### src/hw/rtl/qpt_pkg.sv
// qpt_pkg: types, constants and the microcode table of the quintic ping-pong trajectory block.
// Used by qpt_sequencer, qpt_datapath and quintic_pingpong_trajectory; depends on nothing.
package qpt_pkg;

    localparam int unsigned FRAC = 24;
    localparam logic [24:0] ONE_Q24 = 25'h1000000;
    localparam logic [24:0] TAU_STEP_RESET = 25'd839;
    localparam logic [2:0] ADDR_TAU_STEP = 3'd0;
    localparam int unsigned PC_W = 4;

    typedef logic [PC_W-1:0] qpt_pc_t;

    localparam qpt_pc_t STEP_IDLE   = 4'd0;
    localparam qpt_pc_t STEP_SQ     = 4'd1;
    localparam qpt_pc_t STEP_T2     = 4'd2;
    localparam qpt_pc_t STEP_CUBE   = 4'd3;
    localparam qpt_pc_t STEP_T3     = 4'd4;
    localparam qpt_pc_t STEP_BLEND  = 4'd5;
    localparam qpt_pc_t STEP_ALPHA  = 4'd6;
    localparam qpt_pc_t STEP_STREAM = 4'd7;
    localparam qpt_pc_t STEP_FINISH = 4'd8;

    typedef enum logic [1:0] {
        CMD_TICK,
        CMD_START,
        CMD_END,
        CMD_ORIGIN
    } qpt_cmd_t;

    typedef enum logic [1:0] {
        MUL_TT,
        MUL_T2T,
        MUL_T3P,
        MUL_POSE
    } qpt_mul_t;

    typedef enum logic [1:0] {
        JMP_NONE,
        JMP_NOTICK,
        JMP_BUSY,
        JMP_ALWAYS
    } qpt_jmp_t;

    typedef struct packed {
        qpt_cmd_t           cmd;
        logic [5:0]         joint_index;
        logic signed [31:0] joint_value;
    } qpt_in_t;

    typedef struct packed {
        logic [5:0]         out_joint;
        logic signed [31:0] reference;
        logic               last;
        logic               reversing;
    } qpt_out_t;

    typedef struct packed {
        logic     accept;
        logic     init;
        logic     mul_en;
        qpt_mul_t mul_sel;
        logic     ld_t2;
        logic     ld_poly;
        logic     ld_t3;
        logic     ld_alpha;
        logic     stream;
        logic     finish;
        qpt_jmp_t jmp;
        qpt_pc_t  target;
    } qpt_ctl_t;

    typedef struct packed {
        logic tick_acc;
        logic busy;
    } qpt_stat_t;

    function automatic qpt_ctl_t qpt_rom(input qpt_pc_t pc);
        qpt_ctl_t w;
        w = '0;
        w.mul_sel = MUL_TT;
        w.jmp = JMP_NONE;
        w.target = STEP_IDLE;
        case (pc)
            STEP_IDLE: begin
                w.accept = 1'b1;
                w.jmp = JMP_NOTICK;
                w.target = STEP_IDLE;
            end
            STEP_SQ: begin
                w.init = 1'b1;
                w.mul_en = 1'b1;
                w.mul_sel = MUL_TT;
            end
            STEP_T2: begin
                w.ld_t2 = 1'b1;
            end
            STEP_CUBE: begin
                w.mul_en = 1'b1;
                w.mul_sel = MUL_T2T;
                w.ld_poly = 1'b1;
            end
            STEP_T3: begin
                w.ld_t3 = 1'b1;
            end
            STEP_BLEND: begin
                w.mul_en = 1'b1;
                w.mul_sel = MUL_T3P;
            end
            STEP_ALPHA: begin
                w.ld_alpha = 1'b1;
            end
            STEP_STREAM: begin
                w.stream = 1'b1;
                w.mul_en = 1'b1;
                w.mul_sel = MUL_POSE;
                w.jmp = JMP_BUSY;
                w.target = STEP_STREAM;
            end
            STEP_FINISH: begin
                w.finish = 1'b1;
                w.jmp = JMP_ALWAYS;
                w.target = STEP_IDLE;
            end
            default: begin
                w.jmp = JMP_ALWAYS;
                w.target = STEP_IDLE;
            end
        endcase
        return w;
    endfunction

endpackage

### src/hw/rtl/qpt_sequencer.sv
// qpt_sequencer: step counter over the microcode table, with conditional jumps.
// Depends on qpt_pkg for the control word, status struct and table.
module qpt_sequencer
    import qpt_pkg::*;
(
    input  logic      aclk,
    input  logic      aresetn,
    input  qpt_stat_t stat,
    output qpt_ctl_t  ctl
);

    qpt_pc_t pc_reg;
    qpt_pc_t pc_next;

    always_ff @(posedge aclk) begin
        if (!aresetn) begin
            pc_reg <= STEP_IDLE;
        end else begin
            pc_reg <= pc_next;
        end
    end

    always_comb begin
        ctl = qpt_rom(pc_reg);
        case (ctl.jmp)
            JMP_NONE:   pc_next = pc_reg + 1'b1;
            JMP_NOTICK: pc_next = stat.tick_acc ? pc_reg + 1'b1 : ctl.target;
            JMP_BUSY:   pc_next = stat.busy ? ctl.target : pc_reg + 1'b1;
            JMP_ALWAYS: pc_next = ctl.target;
            default:    pc_next = STEP_IDLE;
        endcase
    end

endmodule

### config.mk
export PLATFORM = sky130hd
export DESIGN_NAME = qpt_sequencer
export DESIGN_NICKNAME = d
export VERILOG_FILES = /design/src/hw/rtl/qpt_pkg.sv /design/src/hw/rtl/qpt_sequencer.sv
export SDC_FILE = /design/constraint.sdc
export NUM_CORES = 1
export LEC_CHECK = 0
export ABC_AREA = 1
export BUFFER_PORTS_ARGS = -buffer_cell sky130_fd_sc_hd__buf_2
export CORE_UTILIZATION = 35
export CTS_BUF_LIST = sky130_fd_sc_hd__clkbuf_8
export DETAILED_ROUTE_END_ITERATION = 12
export PLACE_DENSITY = 0.59
export RECOVER_POWER = 25
export SYNTH_ARGS = -nofsm -noshare
export SYNTH_HDL_FRONTEND = slang
export SYNTH_SLANG_ARGS = --single-unit
### constraint.sdc
create_clock -name aclk -period 2.62 [get_ports aclk]
set_input_delay 0.393 -clock aclk [delete_from_list [all_inputs] [get_ports aclk]]
set_output_delay 0.393 -clock aclk [all_outputs]
set_load 0.01 [all_outputs]
==> metrics.md, run 1 <==
| Metric | Value |
|---|---|
| Synth top area cells | `dfxtp_1, inv_1, ha_1` |
| IO Count | `21` |
| Fmax | `479 MHz` |
| Sequential cell area fraction in the yosys report | `0.148` |
| Post-synth top area share | `0.148` |
| FP Rows | `13` |
| Drt pass-1 iters | `4` |
| Pwr/cell area | `418 nW/um^2` |
| Die Area | `1710 um^2` |
| Nets | `108` |
| Max-slew violations | `0` |
| Fin Hold WS | `0.460 ns` |
| Hold-fix buffers at CTS | `0` |
| Final min period | `2.09 ns` |
| Simple-gate share of the synthesized area | `0.363` |
| Vias per cell | `4.98` |
| Largest net degree at the start of global routing | `9` |
| Vias in the first global route | `426` |
| Post_cts resized | `0` |
| Net Sw Frac | `0.298` |
| Die height | `41.3 um` |
| Synth Area in XOR/XNOR | `0` |
| Final setup violation count | `0` |
| Post-synthesis register bit count | `4` |
| Met2 Use GR | `0.258` |
| Largest family of logic cells by synthesized area | `simple AND/OR/NAND/NOR gates` |
| Primary FF master, synth | `dfxtp_1` |
| # diodes | `0` |
| Final TNS setup | `0 ns` |
| Share of power burned in registers | `0.250` |
| IO Port Bufs | `19` |
| Mean post-synth cell area | `6.69 um^2` |
| Async S/R FF share, synth | `0` |
| Initial antenna violation count | `0` |
| Period Utilization, post-route | `0.797` |
| Multiplexer share of the synthesized area | `0` |
| Most frequent cell after synthesis | `inv_1` |
| Clk_lat worst skew | `0.21 ns` |
| Total GRT Usage | `0.153` |
| Crit. End Element | `output port` |
| Post-DRT Antenna Nets | `0` |
| M3 GR Usage | `0.0160` |
| Syn Nets | `89` |
| Startpoint Class | `flop` |
| Most Used Layer, Global Route | `met2` |
| First-pass GRT wire length | `1770 um` |
| WL final | `1090 um` |
| Status | `finished clean` |
| H-tree depth | `1` |
| Sink Count | `4` |
| Dpl hpwl | `902 um` |
| Cells after DPL | `110` |
| P_int | `192 uW` |
| Post-route insts no fill | `113` |
| CTS Root Cell | `clkbuf_8` |
| Adder-cell share of the synthesized area | `0.0924` |
| Crit path max fanout | `6` |
| CP Data Required Time | `2.23 ns` |
| Core box area | `1370 um^2` |
| Clk_skew | `0.000440 ns` |
| Mapped Area | `542 um^2` |
| Post-synth top cells | `inv_1, nand2_1` |
| Clock power share | `0.460` |
| # DRC | `0` |
| Fillers | `159` |
| Post-CTS Repair Setup Buffers | `0` |
| Maxcap violations | `0` |
| Drt wl/cell | `9.60 um` |
| Leading area contributor after synthesis | `dfxtp_1` |
| Iter 0 DRT Violations | `15` |
| Die X | `41.3 um` |
| Comb pwr share | `0.290` |
| Leak Pwr | `0.379 nW` |
| Complex-gate fraction of the synthesized area | `0.141` |
| Syn Inst Count | `81` |
| Worst hold path type | `primary input to flop` |
| Inserted Clock Buffers | `3` |
| Area growth, synth to finish | `20.6%` |
| Switching power | `81.4 uW` |
| Initial core utilization | `0.397` |
| Maximum vdd drop | `381 uV` |
| Yosys warning total | `0` |
| CTS tree | `yes` |
| Max FFs per register | `4` |
| RSZ-0062 raised after global routing | `false` |
| GPL Wtd Cong | `0.797` |
| Clock transition at path regs | `0.03 ns` |
| EDFF count, synth | `0` |
| Hold Fails Final Rpt | `0` |
| CTS max path bufs | `2` |
| Final global-route overflow total | `0` |
| Layout cells sized above 1 | `0.357` |
| Post-synth cell types | `25` |
| CP arrival | `1.70 ns` |
| M1 GR Usage | `0.202` |
| WS Path Type | `flop to output port` |
| Routed via count | `563` |
[final timing paths]
| kind | endpoint | slack (ns) | start | cells after the start |
|---|---|---|---|---|
| worst min register to register | pc_reg[0] | 0.66 | pc_reg[0] | 3 |
| worst max register to register | pc_reg[2] | 1.11 | pc_reg[0] | 6 |
| worst max-delay path | ctl[5] | 0.53 | pc_reg[0] | 6 |
| worst min-delay path | pc_reg[0] | 0.46 | aresetn | 3 |
[cells by family (layout without fill, tap and decap cells)]
logic type / Yosys count / after routing
AO/OA/AOI/OAI: 13 / 13
adder cells (fa/ha/maj): 4 / 4
buffers and inverters: 25 / 42
flip-flops: 4 / 4
other: 1 / 1
AND/OR/NAND/NOR: 34 / 34
[through the flow]
stage	setup WS (ns)	instance area, um^2	total power [mW]	util
after floorplan	0.985	542	0.129	-
after global placement	0.813	614	0.150	0.450
after detailed placement	0.828	614	0.149	0.450
after CTS	0.602	656	0.278	0.480
after global routing	0.368	653	0.293	0.478
final	0.531	653	0.273	0.478
[area by class of cell]
cell class,count,area [um^2],area share
multi-input cells,52,324,0.496
flip-flops and latches,4,80.1,0.123
clock buffers,3,41.3,0.0632
repair buffers,19,95.1,0.146
well taps,15,18.8,0.0287
inverters,20,93.8,0.144
[critical path, stage by stage, from the launching register on]
cell and delay (ns):
dfxtp_1 0.41, inv_1 0.12, ha_1 0.25, o21ai_0 0.27, nand3_2 0.15, o21ai_1 0.14
buf_2 0.14
[power by group through the flow]
stage	registers, mW	clock network [mW]	logic (mW)
floorplan	0.0679	0	0.0607
global placement	0.0689	0	0.0811
detailed placement	0.0692	0	0.0802
CTS	0.0682	0.129	0.0805
global route	0.0688	0.134	0.0895
finish	0.0683	0.126	0.0791
[layout by cell type, fill, tap and decap left out]
cell	n
nand3_1	5
dfxtp_1	4
inv_1	15
o21ai_2	1
nand3_2	1
nor2_1	5
o21ai_0	2
nand2_4	3
a21oi_2	2
clkinv_1	1
nand4_1	5
nor4_1	1
ha_1	4
nor2_4	2
o21ai_1	3
bufinv_8	1
conb_1	1
nor3_1	1
buf_2	19
inv_2	2
clkbuf_8	3
nand2_1	11
a21oi_1	5
clkinv_4	1
[metal layers]
| layer | routed length, um | vias up |
|---|---|---|
| met1 | 529 | 247 |
| met5 | 0 | - |
| met4 | 15 | 0 |
| li1 | - | 289 |
| met2 | 462 | 25 |
| met3 | 77 | 2 |
No activity file was read; power rests on OpenSTA's default activity.
==> run 2, diff against run 1 <==
- clock period: 2.62 -> 1.97 ns (I/O delays scaled with it)
==> run 2 against run 1 <==
  * Utilization unchanged
  * Critical endpoint unchanged
  * Critical path type unchanged
  * Combinational power increased by 34%
  * Hold slack got worse by 0.096 ns
  * Sequential share of layout area increased by 0.19 points
  * Cell area unchanged
  * Non-clock buffer count unchanged
  * Cell count unchanged
  * Register-to-register slack got worse by 0.59 ns
  * Wire length increased by 1.2%
  * Flip-flop and latch count unchanged
==> metrics.md, run 2 (synthesized netlist as in run 1, its figures left out) <==
| Metric | Value |
|---|---|
| Sink Count | `4 (unchanged)` |
| CTS tree | `yes (unchanged)` |
| Fillers | `159 (unchanged)` |
| DP Worst Slack | `0.276 ns (was 0.828 ns)` |
| Crit-path leading delay family | `flip-flops (was compound AO/OA/AOI/OAI gates)` |
| Initial antenna violation count | `0 (unchanged)` |
| Critical Path Sink | `ctl[5] (unchanged)` |
| GPL Wtd Cong | `0.797 (about the same)` |
| Pwr/cell area | `558 nW/um^2 (was 418 nW/um^2)` |
| Crit-path cells | `inv_1 -> ha_1 -> o21ai_1 -> nand3_2 -> o21ai_1 -> buf_2 (was inv_1 -> ha_1 -> o21ai_0 -> nand3_2 -> o21ai_1 -> buf_2)` |
| Clock transition at path regs | `0.03 ns (about the same)` |
| Final min period | `1.83 ns` |
| RR Endpoint | `pc_reg[0] (was pc_reg[2])` |
| Max FFs per register | `4 (unchanged)` |
| Vias in the first global route | `426 (unchanged)` |
| Inserted Clock Buffers | `3 (unchanged)` |
| Crit path launch | `pc_reg[0] (unchanged)` |
| Total GRT Usage | `0.153 (unchanged)` |
| Post-DRT Antenna Nets | `0 (unchanged)` |
| Worst R2R Setup Slack | `0.52 ns (was 1.11 ns)` |
| Max-slew violations | `0 (unchanged)` |
| IO Port Bufs | `19 (unchanged)` |
| Leak Pwr | `0.376 nW (was 0.379 nW)` |
| Worst hold path type | `primary input to flop (unchanged)` |
| CTS max path bufs | `2 (unchanged)` |
| Status | `finished clean (unchanged)` |
| Maxcap violations | `0 (unchanged)` |
| Vias per cell | `4.99 (was 4.98)` |
| # DRC | `0 (unchanged)` |
| Fin Hold WS | `0.364 ns (was 0.460 ns)` |
| WS Path Type | `flop to output port (unchanged)` |
| Clk_lat worst skew | `0.21 ns (about the same)` |
| First-pass GRT wire length | `1770 um (unchanged)` |
| Final TNS setup | `0 ns (unchanged)` |
| H-tree depth | `1 (unchanged)` |
| Commonest non-fill, non-tap cell in the layout | `buf_2 (unchanged)` |
| Die Area | `1710 um^2 (unchanged)` |
| Maximum vdd drop | `506 uV (was 381 uV)` |
| Worst r2r path cells | `7 (was 6)` |
| Startpoint Class | `flop (unchanged)` |
| Post-CTS Repair Setup Buffers | `0 (unchanged)` |
| Drt wl/cell | `9.72 um (was 9.60 um)` |
| Crit. End Element | `output port (unchanged)` |
| Nets | `108 (unchanged)` |
| CTS Root Cell | `clkbuf_8 (unchanged)` |
| IO Count | `21 (unchanged)` |
| Area growth, synth to finish | `20.6% (unchanged)` |
| Critical Path Max Stage Delay | `0.36 ns (was 0.41 ns)` |
| CP Depth | `6 (unchanged)` |
| Routed via count | `564 (was 563)` |
| Core box area | `1370 um^2 (unchanged)` |
| Crit path max fanout | `6 (unchanged)` |
| FF-to-FF Start | `pc_reg[1] (was pc_reg[0])` |
| Largest net degree at the start of global routing | `9 (unchanged)` |
| Drt pass-1 iters | `4 (unchanged)` |
| Layout cells sized above 1 | `0.367 (was 0.357)` |
| Period Utilization, post-route | `0.928` |
| Final setup violation count | `0 (unchanged)` |
| Die X | `41.3 um (unchanged)` |
| Fmax | `547 MHz` |
| Buf/Inv on CP | `2 (unchanged)` |
| Worst path slowest cell | `dfxtp_2 (was dfxtp_1)` |
| Die height | `41.3 um (unchanged)` |
| Fin util | `0.478 (unchanged)` |
| RSZ-0062 raised after global routing | `false (unchanged)` |
| Most frequent cells in the layout | `buf_2, inv_1, nand2_1 (unchanged)` |
| Iter 0 DRT Violations | `14 (was 15)` |
| # diodes | `0 (unchanged)` |
| Power Total | `364 uW (was 273 uW)` |
| Hold Fails Final Rpt | `0 (unchanged)` |
| Final global-route overflow total | `0 (unchanged)` |
| Crit path top cell by count | `o21ai_1` |
| Clk_skew | `0.000559 ns (was 0.000440 ns)` |
| CP arrival | `1.53 ns (was 1.70 ns)` |
| FP Rows | `13 (unchanged)` |
| Initial core utilization | `0.397 (unchanged)` |
| Dpl hpwl | `902 um (unchanged)` |
| Post-layout worst setup margin | `0.142 ns (was 0.531 ns)` |
| WL final | `1100 um (was 1090 um)` |
| CP Data Required Time | `1.67 ns (was 2.23 ns)` |
run 2: changes by cell type in the layout (fill, tap and decap cells not counted):
cell,delta
o21ai_0,-1
dfxtp_2,+1
inv_2,+1
buf_2,-1
o21ai_1,+1
clkbuf_1,+1
clkinv_1,-1
dfxtp_1,-1
run 2: worst min path at each step:
stage,start,endpoint,slack [ns],cells after the start
final,aresetn,pc_reg[0],0.36,3
after global routing,aresetn,pc_reg[0],0.40,3
after CTS,aresetn,pc_reg[0],0.36,3
after detailed placement,aresetn,pc_reg[0],0.58,3
after global placement,aresetn,pc_reg[0],0.58,3
after floorplan,aresetn,pc_reg[0],0.47,2
run 2: routing by layer:
layer | track usage | wire, um
met1 | 0.202 | 530
met2 | 0.258 | 469
met3 | 0.0160 | 82
met4 | 0.0484 | 15
met5 | 0 | 0
run 2: repair_timing:
item,CTS,global route
endpoints found under the hold margin,0,0
resized for setup,0,3
endpoints found under the setup margin,0,1
hold buffers,0,0
run 2: where the power goes:
part | switching (mW) | internal (mW)
combinational | 0.0658 | 0.0399
clock | 0.0375 | 0.130
sequential | 0.00550 | 0.0859
total | 0.109 | 0.256
run 2: through the flow:
| step | std cells | area [um^2] |
|---|---|---|
| floorplan | 81 | 542 |
| global placement | 110 | 614 |
| detailed placement | 110 | 614 |
| CTS | 113 | 656 |
| global route | 113 | 653 |
| finish | 113 | 653 |
run 2: final cells by class:
cell class / instances / area [um^2] / area share
tap: 15 / 18.8 / 0.0287
multi-input combinational: 52 / 324 / 0.496
inverter: 20 / 93.8 / 0.144
sequential: 4 / 81.3 / 0.125
clock buffer: 3 / 41.3 / 0.0632
timing repair buffer: 19 / 93.8 / 0.144
run 2: tightest hold or removal path: stages:
cell,delay [ns]
buf_2,0.07
inv_1,0.07
a21oi_2,0.10
==> run 3, diff against run 2 <==
==> constraint.sdc (replaced) <==
create_clock -name aclk -period 1.97 [get_ports aclk]
set_input_delay 0.2955 -clock aclk [delete_from_list [all_inputs] [get_ports aclk]]
set_output_delay 0.2955 -clock aclk [all_outputs]
set_load 0.1 [all_outputs]
==> run 3 against run 2 <==
  * Power up 45%
  * Die area unchanged
  * Setup slack worse by 0.11 ns
  * Clock power up 13%
  * Sequential share of layout area down 1.9 points
  * Critical endpoint unchanged
  * Largest power group is now combinational logic
  * Fmax down 5.6%
==> metrics.md, run 3 (synthesized netlist as in run 1, its figures left out) <==
| Metric | Value |
|---|---|
| Crit path max fanout | `6 (unchanged)` |
| Register Area | `85.1 um^2 (was 81.3 um^2)` |
| FP Rows | `13 (unchanged)` |
| Fin Hold WS | `0.346 ns (was 0.364 ns)` |
| H-tree depth | `1 (unchanged)` |
| Pwr/cell area | `655 nW/um^2 (was 558 nW/um^2)` |
| Worst R2R Setup Slack | `0.37 ns (was 0.52 ns)` |
| IO Port Bufs | `19 (unchanged)` |
| Period Utilization, post-route | `0.983 (was 0.928)` |
| Maximum vdd drop | `701 uV (was 506 uV)` |
| CTS Root Cell | `clkbuf_8 (unchanged)` |
| Fmax | `516 MHz (was 547 MHz)` |
| Hold path depth | `3 (unchanged)` |
| Iter 0 DRT Violations | `5 (was 14)` |
| # DRC | `0 (unchanged)` |
| Status | `finished clean (unchanged)` |
| Initial antenna violation count | `0 (unchanged)` |
| Inserted Clock Buffers | `3 (unchanged)` |
| WL final | `1280 um (was 1100 um)` |
| Vias per cell | `4.91 (was 4.99)` |
| CTS max path bufs | `2 (unchanged)` |
| Layout cells sized above 1 | `0.480 (was 0.367)` |
| Vias in the first global route | `483 (was 426)` |
| Startpoint Class | `flop (unchanged)` |
| Max-slew violations | `0 (unchanged)` |
| Post-route insts no fill | `115 (was 113)` |
| Crit-path cells | `inv_1 -> ha_1 -> o21ai_2 -> nand3_2 -> o21ai_4 -> buf_12 (was inv_1 -> ha_1 -> o21ai_1 -> nand3_2 -> o21ai_1 -> buf_2)` |
| Die Area | `1710 um^2 (unchanged)` |
| Drt pass-1 iters | `2 (was 4)` |
| Largest net degree at the start of global routing | `9 (unchanged)` |
| Critical Path Max Stage Delay | `0.37 ns (was 0.36 ns)` |
| Dpl hpwl | `1020 um (was 902 um)` |
| CTS tree | `yes (unchanged)` |
| Crit. End Element | `output port (unchanged)` |
| Power Total | `529 uW (was 364 uW)` |
| Maxcap violations | `0 (unchanged)` |
| Most frequent cells in the layout | `inv_1, buf_2, nand2_1 (was buf_2, inv_1, nand2_1)` |
| CP arrival | `1.64 ns (was 1.53 ns)` |
| Hold-fix buffers at CTS | `0 (unchanged)` |
| WS Path Type | `flop to output port (unchanged)` |
| CP Data Required Time | `1.67 ns (about the same)` |
| Post-CTS Repair Setup Buffers | `0 (unchanged)` |
| Total GRT Usage | `0.196 (was 0.153)` |
| Hold Fails Final Rpt | `0 (unchanged)` |
| Clock transition at path regs | `0.04 ns (was 0.03 ns)` |
| Final min period | `1.94 ns (was 1.83 ns)` |
| Drt wl/cell | `11.2 um (was 9.72 um)` |
| Final setup violation count | `0 (unchanged)` |
| Nets | `109 (was 108)` |
| Clk_skew | `0.000547 ns (was 0.000559 ns)` |
| Initial core utilization | `0.397 (unchanged)` |
| Core box area | `1370 um^2 (unchanged)` |
| Worst path slowest cell | `dfxtp_4 (was dfxtp_2)` |
| First-pass GRT wire length | `2050 um (was 1770 um)` |
| Post-DRT Antenna Nets | `0 (unchanged)` |
| Area growth, synth to finish | `49.2% (was 20.6%)` |
| Routed via count | `565 (was 564)` |
| Sink Count | `4 (unchanged)` |
| Max FFs per register | `4 (unchanged)` |
| Final global-route overflow total | `0 (unchanged)` |
| Cells after DPL | `111 (was 110)` |
| IO Count | `21 (unchanged)` |
| Clk_lat worst skew | `0.22 ns (was 0.21 ns)` |
| Worst r2r path cells | `8 (was 7)` |
| Commonest non-fill, non-tap cell in the layout | `inv_1 (was buf_2)` |
| # diodes | `0 (unchanged)` |
| Fillers | `138 (was 159)` |
| Area taken by multi-input logic gates | `367 um^2 (was 324 um^2)` |
| Worst hold path type | `primary input to flop (unchanged)` |
| RSZ-0062 raised after global routing | `true (was false)` |
| Die X | `41.3 um (unchanged)` |
| Die height | `41.3 um (unchanged)` |
| GPL Wtd Cong | `0.873 (was 0.797)` |
| Leak Pwr | `0.414 nW (was 0.376 nW)` |
| Post_cts resized | `0 (unchanged)` |
==> run 3: layer usage <==
metal | GRT usage | up-vias | part of all wire | wire length [um]
met5 | 0 | - | 0 | 0
met4 | 0.145 | 0 | 0.034 | 43
met3 | 0.0479 | 4 | 0.037 | 48
met2 | 0.309 | 17 | 0.47 | 601
met1 | 0.228 | 251 | 0.46 | 589
li1 | - | 293 | - | -
==> run 3: power breakdown <==
| group | switching, mW | internal (mW) |
|---|---|---|
| Sequential | 0.00706 | 0.0859 |
| Combinational | 0.187 | 0.0605 |
| Clock | 0.0543 | 0.134 |
==> run 3: area by class of cell <==
class | instances | share of cell area
clock buffers | 3 | 0.0511
clock inverters | 1 | 0.00464
inverters | 20 | 0.118
multi-input cells | 52 | 0.454
flip-flops and latches | 4 | 0.105
well taps | 15 | 0.0232
repair buffers | 20 | 0.245
==> run 3: final timing paths <==
path | startpoint | end
setup / recovery | pc_reg[0] | ctl[5]
hold / removal | aresetn | pc_reg[0]
setup reg to reg | pc_reg[1] | pc_reg[0]
hold reg to reg | pc_reg[0] | pc_reg[0]
==> run 3: critical path, delay by kind of cell, from the launching register on <==
kind / cells / cell delay, ns
compound gates: 2 / 0.34
fa+ha+maj: 1 / 0.27
flops: 1 / 0.37
buf+inv: 2 / 0.27
simple gates: 1 / 0.15
==> run 3: stage by stage <==
stage                     setup slack [ns]  area (um^2)  utilization  setup TNS [ns]
final                               0.0339          808        0.592               0
after global routing               -0.0484          808        0.592         -0.0487
after CTS                           0.0272          805        0.589               0
after detailed placement             0.274          759        0.556               0
after global placement               0.308          759        0.556               0
after floorplan                     -0.297          589            -          -0.946
